$ cat src/newton_square_root_top_defines.svh
// Assertion macros shared by the square root block's modules.
`ifndef NEWTON_SQUARE_ROOT_TOP_DEFINES_SVH
`define NEWTON_SQUARE_ROOT_TOP_DEFINES_SVH

// Same-cycle implication, checked on the rising clock edge outside reset.
`define NSR_ASSERT_IMPL(label, clk, rst_n, ante, cons) \
	label: assert property (@(posedge clk) disable iff (!rst_n) (ante) |-> (cons)) \
		else $error("nsr: same-cycle check failed");

// Next-cycle implication, checked on the rising clock edge outside reset.
`define NSR_ASSERT_NEXT(label, clk, rst_n, ante, cons) \
	label: assert property (@(posedge clk) disable iff (!rst_n) (ante) |=> (cons)) \
		else $error("nsr: next-cycle check failed");

`endif

$ cat src/nsr_pkg.sv
// Types, constants and widths shared by the square root block.
package nsr_pkg;

	// parameter defaults
	localparam int VALUE_WIDTH_DEF        = 32;
	localparam int FRACTION_BITS_DEF      = 16;
	localparam int WORK_FRACTION_BITS_DEF = 30;

	// working word of the shifter and divider
	localparam int WORD_W     = 64;
	localparam int WORD_LOG_W = $clog2(WORD_W);
	// signed shift amounts and exponent
	localparam int SHIFT_W    = 8;

	localparam int ROOT_W      = 24;
	localparam int STEPS_W     = 4;
	localparam int CFG_INDEX_W = 2;
	localparam int CFG_DATA_W  = 8;

	localparam logic [ROOT_W-1:0]  ROOT_MAX    = '1;
	localparam logic [STEPS_W-1:0] STEPS_RESET = 4'd10;
	localparam logic               RANGE_RESET = 1'b1;

	// configuration register indexes
	typedef enum logic [CFG_INDEX_W-1:0] {
		REG_NEWTON_STEPS    = 2'd0,
		REG_RANGE_REDUCE_ON = 2'd1
	} cfg_reg_t;

	// sequencer states
	typedef enum logic [3:0] {
		ST_IDLE,
		ST_PREP,
		ST_UP,
		ST_DOWN,
		ST_LOAD,
		ST_DIV_GO,
		ST_DIV_WAIT,
		ST_FINISH,
		ST_DONE
	} state_t;

	// sequencer outputs
	typedef struct packed {
		logic take_item;
		logic div_start;
		logic shift_sel_x;
		logic out_load;
	} ctl_t;

endpackage

$ cat src/nsr_shift.sv
// Signed-amount shifter: saturating left shift, truncating right shift.
module nsr_shift
	import nsr_pkg::*;
(
	input  logic [WORD_W-1:0]         value,
	input  logic signed [SHIFT_W-1:0] amount,
	output logic [WORD_W-1:0]         result
);

	logic [SHIFT_W-1:0]    amt_u;
	logic [SHIFT_W-1:0]    mag;
	logic [2*WORD_W-1:0]   wide;
	logic                  left;
	logic                  far_left;
	logic                  far_right;

	// left for non-negative amounts, right by the magnitude otherwise
	always_comb begin
		amt_u     = amount;
		mag       = -amt_u;
		left      = !amount[SHIFT_W-1];
		far_left  = amt_u >= SHIFT_W'(WORD_W);
		far_right = mag >= SHIFT_W'(WORD_W);
		wide      = {{WORD_W{1'b0}}, value} << amt_u[WORD_LOG_W-1:0];
		if (left) begin
			if (value == '0)
				result = '0;
			else if (far_left || (|wide[2*WORD_W-1:WORD_W]))
				result = '1;
			else
				result = wide[WORD_W-1:0];
		end else if (far_right) begin
			result = '0;
		end else begin
			result = value >> mag[WORD_LOG_W-1:0];
		end
	end

endmodule

$ cat src/nsr_div.sv
// Radix-2 restoring divider, two-word dividend by one word, quotient saturated.
`include "newton_square_root_top_defines.svh"

module nsr_div
	import nsr_pkg::*;
(
	input  logic              clk,
	input  logic              arst_n,
	input  logic              start,
	input  logic [WORD_W-1:0] dividend_hi,
	input  logic [WORD_W-1:0] dividend_lo,
	input  logic [WORD_W-1:0] divisor,
	output logic              done,
	output logic [WORD_W-1:0] quotient
);

	logic                  busy_q;
	logic                  done_q;
	logic [WORD_LOG_W-1:0] cnt_q;
	logic [WORD_W-1:0]     rem_q;
	logic [WORD_W-1:0]     low_q;
	logic [WORD_W-1:0]     div_q;
	logic [WORD_W-1:0]     quo_q;
	logic [WORD_W:0]       trial;
	logic                  fits;
	logic                  overflow;

	// high word at or above divisor: quotient needs more than one word
	// (a zero divisor lands here too and gives all ones)
	assign overflow = dividend_hi >= divisor;
	assign trial    = {rem_q, low_q[WORD_W-1]};
	assign fits     = trial >= {1'b0, div_q};

	// control: one quotient bit per cycle over the low word
	always_ff @(posedge clk or negedge arst_n) begin
		if (!arst_n) begin
			busy_q <= 1'b0;
			done_q <= 1'b0;
			cnt_q  <= '0;
		end else begin
			done_q <= (start && overflow) || (busy_q && cnt_q == '0);
			if (start) begin
				busy_q <= !overflow;
				cnt_q  <= WORD_LOG_W'(WORD_W - 1);
			end else if (busy_q) begin
				cnt_q <= cnt_q - 1'b1;
				if (cnt_q == '0)
					busy_q <= 1'b0;
			end
		end
	end

	// datapath: high word is the starting remainder
	always_ff @(posedge clk) begin
		if (start) begin
			rem_q <= dividend_hi;
			low_q <= dividend_lo;
			div_q <= divisor;
			quo_q <= overflow ? '1 : '0;
		end else if (busy_q) begin
			rem_q <= fits ? WORD_W'(trial - {1'b0, div_q}) : trial[WORD_W-1:0];
			low_q <= low_q << 1;
			quo_q <= {quo_q[WORD_W-2:0], fits};
		end
	end

	assign done     = done_q;
	assign quotient = quo_q;

	`NSR_ASSERT_IMPL(a_div_start_idle, clk, arst_n, start, !busy_q)
	`NSR_ASSERT_NEXT(a_div_done_pulse, clk, arst_n, done_q, !done_q)
	`NSR_ASSERT_NEXT(a_div_last_bit, clk, arst_n, busy_q && cnt_q == '0, done_q && !busy_q)

endmodule

$ cat src/newton_square_root_top.sv
// Square root of an unsigned Q16.16 item by range reduction and Newton steps.
// One item at a time: after acceptance the block searches the power-of-four
// scale (one compare per cycle), then runs newton_steps Newton steps, each a
// division by the shared radix-2 divider that makes one quotient bit per cycle
// over a 64-bit word. The reset value of newton_steps is 10. radicand_stall
// stays high until the sequencer is back in idle. The finished root sits in
// an output register, so the next item is accepted while it waits to be
// taken. Configuration is taken only while the sequencer is idle.
`include "newton_square_root_top_defines.svh"

module newton_square_root_top
	import nsr_pkg::*;
#(
	parameter int VALUE_WIDTH        = VALUE_WIDTH_DEF,
	parameter int FRACTION_BITS      = FRACTION_BITS_DEF,
	parameter int WORK_FRACTION_BITS = WORK_FRACTION_BITS_DEF
) (
	input  logic                   clk,
	input  logic                   arst_n,
	input  logic                   cfg_valid,
	output logic                   cfg_ready,
	input  logic [CFG_INDEX_W-1:0] cfg_index,
	input  logic [CFG_DATA_W-1:0]  cfg_data,
	input  logic                   radicand_valid,
	output logic                   radicand_stall,
	input  logic [VALUE_WIDTH-1:0] radicand,
	output logic                   root_valid,
	input  logic                   root_stall,
	output logic [ROOT_W-1:0]      root
);

	// 5 * radicand, and a power of two comfortably above it
	localparam int T_W = VALUE_WIDTH + 3;
	localparam int P_W = (VALUE_WIDTH + 5 > FRACTION_BITS + 4) ?
		VALUE_WIDTH + 5 : FRACTION_BITS + 4;

	state_t                    state_q;
	state_t                    state_d;
	ctl_t                      ctl;
	logic [STEPS_W-1:0]        steps_q;
	logic                      range_q;
	logic [VALUE_WIDTH-1:0]    r_q;
	logic [T_W-1:0]            t_q;
	logic [P_W-1:0]            p_q;
	logic signed [SHIFT_W-1:0] e_q;
	logic [WORD_W-1:0]         n_q;
	logic [WORD_W-1:0]         x_q;
	logic [STEPS_W-1:0]        cnt_q;
	logic [WORD_W-1:0]         res_q;
	logic [ROOT_W-1:0]         root_q;
	logic                      root_valid_q;
	logic                      out_free;
	logic                      up_go;
	logic                      down_go;
	logic                      last_step;
	logic                      r_zero;
	logic signed [SHIFT_W-1:0] sh_amt;
	logic [WORD_W-1:0]         sh_value;
	logic [WORD_W-1:0]         sh_result;
	logic [2*WORD_W-1:0]       dividend;
	logic                      div_done;
	logic [WORD_W-1:0]         div_quo;
	logic [WORD_W:0]           x_sum;

	// configuration registers
	always_ff @(posedge clk or negedge arst_n) begin
		if (!arst_n) begin
			steps_q <= STEPS_RESET;
			range_q <= RANGE_RESET;
		end else if (cfg_valid && cfg_ready) begin
			case (cfg_reg_t'(cfg_index))
				REG_NEWTON_STEPS:    steps_q <= cfg_data[STEPS_W-1:0];
				REG_RANGE_REDUCE_ON: range_q <= cfg_data[0];
				default: ;
			endcase
		end
	end

	// status terms
	assign out_free  = !root_valid_q || !root_stall;
	assign up_go     = P_W'(t_q) > p_q;
	assign down_go   = P_W'(t_q) < (p_q >> 2);
	assign last_step = STEPS_W'(cnt_q + 1'b1) == steps_q;
	assign r_zero    = r_q == '0;

	// next state
	always_comb begin
		state_d = state_q;
		case (state_q)
			ST_IDLE:     if (radicand_valid) state_d = ST_PREP;
			ST_PREP: begin
				if (r_zero)       state_d = ST_DONE;
				else if (range_q) state_d = ST_UP;
				else              state_d = ST_LOAD;
			end
			ST_UP:       if (!up_go) state_d = ST_DOWN;
			ST_DOWN:     if (!down_go) state_d = ST_LOAD;
			ST_LOAD:     state_d = (steps_q == '0) ? ST_FINISH : ST_DIV_GO;
			ST_DIV_GO:   state_d = ST_DIV_WAIT;
			ST_DIV_WAIT: if (div_done) state_d = last_step ? ST_FINISH : ST_DIV_GO;
			ST_FINISH:   state_d = ST_DONE;
			ST_DONE:     if (out_free) state_d = ST_IDLE;
			default:     state_d = ST_IDLE;
		endcase
	end

	// sequencer outputs
	always_comb begin
		ctl = '0;
		case (state_q)
			ST_IDLE:   ctl.take_item   = 1'b1;
			ST_DIV_GO: ctl.div_start   = 1'b1;
			ST_FINISH: ctl.shift_sel_x = 1'b1;
			ST_DONE:   ctl.out_load    = out_free;
			default:   ctl = '0;
		endcase
	end

	assign radicand_stall = !ctl.take_item;
	assign cfg_ready      = ctl.take_item;

	always_ff @(posedge clk or negedge arst_n) begin
		if (!arst_n)
			state_q <= ST_IDLE;
		else
			state_q <= state_d;
	end

	// shared shifter: radicand into working format, or root back out
	always_comb begin
		if (ctl.shift_sel_x) begin
			sh_value = x_q;
			sh_amt   = e_q + SHIFT_W'(FRACTION_BITS - WORK_FRACTION_BITS);
		end else begin
			sh_value = WORD_W'(r_q);
			sh_amt   = SHIFT_W'(WORK_FRACTION_BITS - FRACTION_BITS) - (e_q <<< 1);
		end
	end

	nsr_shift u_shift (
		.value  (sh_value),
		.amount (sh_amt),
		.result (sh_result)
	);

	// n scaled by the working format is the two-word dividend
	assign dividend = {{WORD_W{1'b0}}, n_q} << WORK_FRACTION_BITS;

	nsr_div u_div (
		.clk         (clk),
		.arst_n      (arst_n),
		.start       (ctl.div_start),
		.dividend_hi (dividend[2*WORD_W-1:WORD_W]),
		.dividend_lo (dividend[WORD_W-1:0]),
		.divisor     (x_q),
		.done        (div_done),
		.quotient    (div_quo)
	);

	// Newton update: mean of x and n/x, truncated
	assign x_sum = {1'b0, x_q} + {1'b0, div_quo};

	// working registers
	always_ff @(posedge clk) begin
		case (state_q)
			ST_IDLE: begin
				if (radicand_valid) begin
					r_q <= radicand;
					t_q <= (T_W'(radicand) << 2) + T_W'(radicand);
				end
			end
			ST_PREP: begin
				p_q   <= P_W'(1) << (FRACTION_BITS + 3);
				e_q   <= '0;
				res_q <= '0;
			end
			ST_UP: begin
				if (up_go) begin
					p_q <= p_q << 2;
					e_q <= e_q + SHIFT_W'(1);
				end
			end
			ST_DOWN: begin
				if (down_go) begin
					p_q <= p_q >> 2;
					e_q <= e_q - SHIFT_W'(1);
				end
			end
			ST_LOAD: begin
				n_q   <= sh_result;
				x_q   <= WORD_W'(1) << WORK_FRACTION_BITS;
				cnt_q <= '0;
			end
			ST_DIV_WAIT: begin
				if (div_done) begin
					x_q   <= x_sum[WORD_W:1];
					cnt_q <= cnt_q + 1'b1;
				end
			end
			ST_FINISH: res_q <= sh_result;
			default: ;
		endcase
	end

	// output register, root clamped to its field
	always_ff @(posedge clk or negedge arst_n) begin
		if (!arst_n)
			root_valid_q <= 1'b0;
		else if (ctl.out_load)
			root_valid_q <= 1'b1;
		else if (!root_stall)
			root_valid_q <= 1'b0;
	end

	always_ff @(posedge clk) begin
		if (ctl.out_load)
			root_q <= (|res_q[WORD_W-1:ROOT_W]) ? ROOT_MAX : res_q[ROOT_W-1:0];
	end

	assign root_valid = root_valid_q;
	assign root       = root_q;

	`NSR_ASSERT_NEXT(a_take_to_prep, clk, arst_n, radicand_valid && !radicand_stall, state_q == ST_PREP)
	`NSR_ASSERT_IMPL(a_step_in_range, clk, arst_n, state_q == ST_DIV_GO, cnt_q < steps_q)
	`NSR_ASSERT_IMPL(a_done_in_wait, clk, arst_n, div_done, state_q == ST_DIV_WAIT)

endmodule

$ cat config.mk
export PLATFORM = sky130hd
export DESIGN_NAME = newton_square_root_top
export DESIGN_NICKNAME = d
export VERILOG_FILES = /design/src/nsr_pkg.sv /design/src/nsr_shift.sv /design/src/nsr_div.sv /design/src/newton_square_root_top.sv
export VERILOG_INCLUDE_DIRS = /design/src /design/src/src
export SDC_FILE = /design/constraint.sdc
export NUM_CORES = 2
export LEC_CHECK = 0
export BUFFER_PORTS_ARGS = -buffer_cell sky130_fd_sc_hd__buf_4
export CAP_MARGIN = 20
export CORE_MARGIN = 3
export CORE_UTILIZATION = 30
export DETAILED_ROUTE_END_ITERATION = 10
export PLACE_DENSITY = 0.46
export RECOVER_POWER = 50
export SLEW_MARGIN = 25
export SYNTH_ARGS = -nofsm -noshare
export SYNTH_HDL_FRONTEND = slang
export SYNTH_SLANG_ARGS = --single-unit
export TNS_END_PERCENT = 100
$ cat constraint.sdc
create_clock -name clk -period 20.9 [get_ports clk]
set_input_delay 4.18 -clock clk [delete_from_list [all_inputs] [get_ports clk]]
set_output_delay 4.18 -clock clk [all_outputs]
set_load 0.005 [all_outputs]
# Word-level counts from Yosys, hierarchy flattened
# Index checks and enable logic that the tools add are counted.
# word_totals
mem_bits_ro	0
memories	0
regBits	576
latch_bits	0
in_bits	47
ramBits	0
out_inout_bits	27
wordCells	131
# op_classes
mul	0
n_mux	46
bitwise_logic	0
n_lt_le_gt_ge	6
n_addsub	10
eq_ne	18
reduce_logical	28
n_div	0
n_shift	2
# op_table
operator	count
two-way mux 64 bit	12
one-hot mux 64 bit (2 select lines)	2
<< shifter 64 x 6 -> 128 bit	1
one-hot mux 37 bit (3 select lines)	1
two-way mux 37 bit	2
adder 64 x 64 -> 65 bit	1
>= comparator 65 x 64 -> 1 bit	1
>= comparator 30 x 64 -> 1 bit	1
zero test 64 bit	1
OR reduction 64 bit	1
right shift 64 x 6 -> 64 bit	1
subtractor 64 bit	1
two-way mux 30 bit	2
OR reduction 40 bit	1
greater-than comparator 35 x 37 -> 1 bit	1
one-hot mux 4 bit (9 select lines)	1
adder 34 x 32 -> 35 bit	1
< comparator 35 bit	1
zero test 32 bit	1
two-way mux 4 bit	7
two-way mux 8 bit	3
one-hot mux 8 bit (3 select lines)	1
== test 4 x 3 -> 1 bit, second input constant	4
>= comparator 8 x 7 -> 1 bit, second input constant	2
30 further kinds	60

# Depth between registers and ports, before layout
# logic_depth
depth_word	10
ltp_mapped	22
mapped_depth_nobuf	15

# Hierarchy
# From an unflattened synthesis, not the netlist that was laid out.
# hier_totals
cells_unflattened	4611
hier_area_um2	46328.2
# modules_own_cells
module	area_per_inst_um2	cells_each	n_inst	seq_area_each_um2
newton_square_root_top	19981.7	1808	1	10163.5
nsr_div	16392.0	1571	1	7887.6
nsr_shift	9954.5	1232	1	0.0

# Worst setup path before layout
# OpenSTA, ideal clock, no wires.
# synth_timing
kind	flip-flop to flip-flop
from	register state_q[1]
to	register cnt_q[0], enable pin
setup_slack_ps	13794
setup_ps	425
arrival_ps	6681
required_time_ps	20475
period_less_slack_ps	7106
path_stages_with_launch	4
n_path_buf	1
cell_sequence	dfrtp_1 -> clkbuf_1 -> nor3_1 -> a21o_1
# synth_between
elab_chain_cells	3
word_cells_on_any_way	5
cone_classes	eq/ne (3); reduce/logical (2)
# synth_lines
item	line_no	text
from (decl)	newton_square_root_top.sv:37	state_t state_q;
from (signal assigned)	newton_square_root_top.sv:126	state_q <= state_d;
== test 4 x 3 -> 1 bit	newton_square_root_top.sv:165	case (state_q)
inequality test 2 x 1 -> 1 bit (no line) / nonzero test 2 bit (equally long branches)	--	
AND reduction 2 bit (no line) (*)	--	
to (signal assigned)	newton_square_root_top.sv:197	cnt_q <= cnt_q + 1'b1;
to (decl)	newton_square_root_top.sv:48	logic [STEPS_W-1:0] cnt_q;
# Mark *: on every way between the ends. The rest lies on a longest branch, timed or not.
# A chain may end at the register's enable or synchronous reset.

# Worst setup path after layout
# layout_timing
from	register state_q[2]
to	register u_div.quo_q[0] (netlist: u_div.quotient[0]), data pin
# layout_between
elab_chain_cells	3
# layout_lines
item	line_no	text
== test 4 x 3 -> 1 bit	newton_square_root_top.sv:110	case (state_q)
two-way mux 1 bit	newton_square_root_top.sv:110	
two-way mux 64 bit	nsr_div.sv:55	if (start) begin
to (signal assigned)	nsr_div.sv:59	quo_q <= overflow ? '1 : '0;
to (signal assigned)	nsr_div.sv:63	quo_q <= {quo_q[WORD_W-2:0], fits};
to (decl)	nsr_div.sv:23	logic [WORD_W-1:0] quo_q;
# Every way passes these cells.

==> results by group <==
Synthesis
  – Sequential area share after synthesis: 0.390
  – EDFF count, synth: 522
  – Synthesized area per cell: 8.78 um2
  – Unique cell type count in the Yosys netlist: 88
  – Ys flop type: edfxtp_1
  – Syn Nets: 5236
  – Synthesized flop and latch total: 574
  – Syn. warnings: 0
  – Cells after synthesis: 4915
  – Async SR Flop Fraction: 0.0314
  – Cell Area, Synth: 43200 um2

Detailed routing
  – Drt first pass iters: 6
  – DR iter-0 viols: 3453
  – Vias/cell: 5.51
  – Remaining DRCs: 0
  – Avg WL per Cell: 23.7 um
  – Post-route ant nets: 0
  – Total Routed Length: 161000 um
  – Via count: 37.4k

Timing
  – Sum Neg Setup Slack: 0 ps
  – Final setup fails: 0
  – Max-slew violations: 540
  – RSZ-0062 raised after global routing: no
  – Min Tclk post-route: 7820 ps
  – Slew margin rel.: -1.67
  – Final Hold Viols: 0
  – Fmax: 128 MHz
  – Skew final: 59.0 ps
  – Final period util: 0.374
  – Pin slew with the least headroom to its limit: 4010 ps

Place
  – Detailed Place HPWL: 120000 um
  – IO Port Bufs: 69
  – Final Wtd Congestion: 0.985

Clock network
  – Hold Buf Count CTS: 0
  – Clock-pin slew on the worst setup and hold paths: 60 ps
  – Clock Latency Late Sink: 710 ps
  – Post-CTS Setup Bufs: 0
  – Clock sinks: 574
  – CTS buffer count: 74
  – H-tree levels: 3
  – Post-cts gate resize count: 0
  – Clock Path Buffers: 3
  – Root buffer cell: clkbuf_16
  – CTS tree: done

Hold path
  – Hold Crit Class: reg -> reg
  – Hold wc startpoint: res_q[22]$_SDFFCE_PP0P_
  – Worst hold endpoint: root[22]$_SDFFCE_PP1P_
  – Worst hold path cell count: 1

GRT
  – Vias in the first global route: 35.8k
  – Tot GR Track Use: 0.212
  – Global-route wire length before repair: 238000 um
  – Initial antenna violation count: 7
  – Overflow after GRT: 0
  – Pin count of the biggest net entering global routing: 108

Status
  – Failing checks: capacitance limit, slew limit
  – Result of the run: finished with violations

Setup path
  – Crit end category: flip-flop
  – CP required: 21310 ps
  – Worst R2R Start: state_q[2]$_DFFE_PN0P_
  – Reg2reg setup slack: 13080 ps
  – Crit Path Max Fanout: 46
  – Crit path kind: reg -> reg
  – CP dominant cell by count: clkbuf_1
  – CP Launch Type: flip-flop
  – Slowest CP cell: clkinvlp_2
  – Crit-path cells: nor2b_1, nand2_1, or2_0, clkinvlp_2, clkbuf_1, clkbuf_1, o21ai_0
  – Crit path arrival time: 8220 ps
  – CP max stage delay: 1990 ps
  – R2R cell count: 7
  – R2R Path End: u_div.quotient[0]$_DFFE_PP_

Floorplanning
  – Core area: 142000 um2
  – # IOs: 74
  – Width of the die: 385 um
  – Initial cell density of the core: 0.303
  – Die height: 385 um
  – # rows: 138
  – Die area: 148000 um2

Layout
  – Nets: 5158
  – Share of cells above drive strength 1: 0.0780
  – Area Growth Syn to Fin: 11.3%

Job
  – MaxCap Viol Count: 13
## flip-flops by register name, summed over array words and instances (netlist names)
name	cells
p_q	37
root	24
range_q	1
state_q	4
r_q	32
u_div.rem_q	64
root_valid	1
cnt_q	4
u_div.div_q	64
e_q	8
u_div.low_q	34
n_q	64
res_q	64
steps_q	4
u_div.quotient	64
t_q	33
u_div.cnt_q	6
u_div.done	1
x_q	64
u_div.busy_q	1
## worst max-delay path by stage
stage	from	slack, ps	cells past startpoint	endpoint
3_3_place_gp	radicand[2]	13030	16	t_q[32]$_DFFE_PP_
2_1_floorplan	state_q[1]$_DFFE_PN0P_	13790	3	cnt_q[0]$_SDFFCE_PP0P_
6_report	state_q[2]$_DFFE_PN0P_	13080	7	u_div.quotient[0]$_DFFE_PP_
4_1_cts	radicand[2]	13750	16	t_q[32]$_DFFE_PP_
3_5_place_dp	radicand[2]	13020	16	t_q[32]$_DFFE_PP_
5_1_grt	state_q[2]$_DFFE_PN0P_	12170	7	u_div.quotient[0]$_DFFE_PP_
## area by class of cell
type	instances	area, um2
Clock inverter	44	519
Sequential cell	574	16800
Multi-Input combinational cell	3840	24600
Clock buffer	93	1960
Antenna cell	2	5.00
Fill cell	14900	94300
Timing Repair Buffer	145	1030
Tap cell	1890	2360
Inverter	202	759
## through the flow
step,util,worst slack [ps],area (um2),instances,hold slack [ps]
final,0.337,13080,48000,6790,484
after global routing,0.337,12170,48000,6788,503
after CTS,0.338,13750,48100,6788,488
after detailed placement,0.321,13020,45600,6651,485
after global placement,0.320,13030,45600,6650,485
after floorplan,-,13790,43200,4915,452
## cell families after synthesis
kind of cell	after synthesis	share of synthesized area
buf+inv	501	0.0454
compound gates	1335	0.195
mux	274	0.0676
fa+ha+maj	274	0.0801
flops	574	0.390
xor+xnor	157	0.0319
simple gates	1800	0.191
## Yosys cell counts, drive strengths merged, types with 15 or more instances
master / number / share of area
a31oi: 116 / 0.017
mux2: 70 / 0.018
or3: 27 / 0.0039
inv: 202 / 0.018
xnor2: 108 / 0.022
and2: 51 / 0.0074
mux2i: 198 / 0.046
o31ai: 15 / 0.0026
nand4: 65 / 0.0094
ha: 270 / 0.078
dfrtp: 15 / 0.0087
and3: 41 / 0.0059
o21a: 30 / 0.0052
o211ai: 43 / 0.0076
o21ai: 331 / 0.038
buf: 89 / 0.0095
nand3: 88 / 0.010
nand2: 747 / 0.065
a21o: 153 / 0.027
o22ai: 29 / 0.0042
nor4: 101 / 0.015
clkbuf: 210 / 0.018
edfxtp: 522 / 0.36
a21oi: 342 / 0.040
xor2: 49 / 0.0099
o21bai: 32 / 0.0056
dfxtp: 34 / 0.016
nor2: 410 / 0.036
nor2b: 45 / 0.0065
nor3: 103 / 0.012
nand2b: 73 / 0.011
or2: 19 / 0.0028
a221oi: 18 / 0.0037
a211oi: 81 / 0.015
## per-layer routing
metal  GRT usage  up-vias  routed length [um]
li1            -    17900                   -
met1       0.303    18100               75800
met2       0.325     1121               70500
met3      0.0330      231                9660
met4      0.0691        6                4880
met5           0        -                  37
## critical path, delay by kind of cell, from the launching register on
family	cells	cell delay, ps
buffers and inverters	3	4220
AND/OR/NAND/NOR	3	1860
flip-flops	1	510
AO/OA/AOI/OAI	1	840
## layout by cell type (no fill, tap or decap), types with 101 or more instances in the layout
cell type,netlist,final
xnor2_1,108,101
a31oi_1,116,116
mux2i_1,197,195
edfxtp_1,522,522
nor4_1,101,101
o21ai_0,324,324
buf_4,4,122
a21oi_1,342,341
inv_1,198,196
a21o_1,153,152
ha_1,270,270
nor3_1,103,102
nand2_1,747,746
nor2_1,410,409
Power is left out: the tool's default activity adds up to more than one toggle a clock period on the data nets, which glitch-free logic cannot reach.
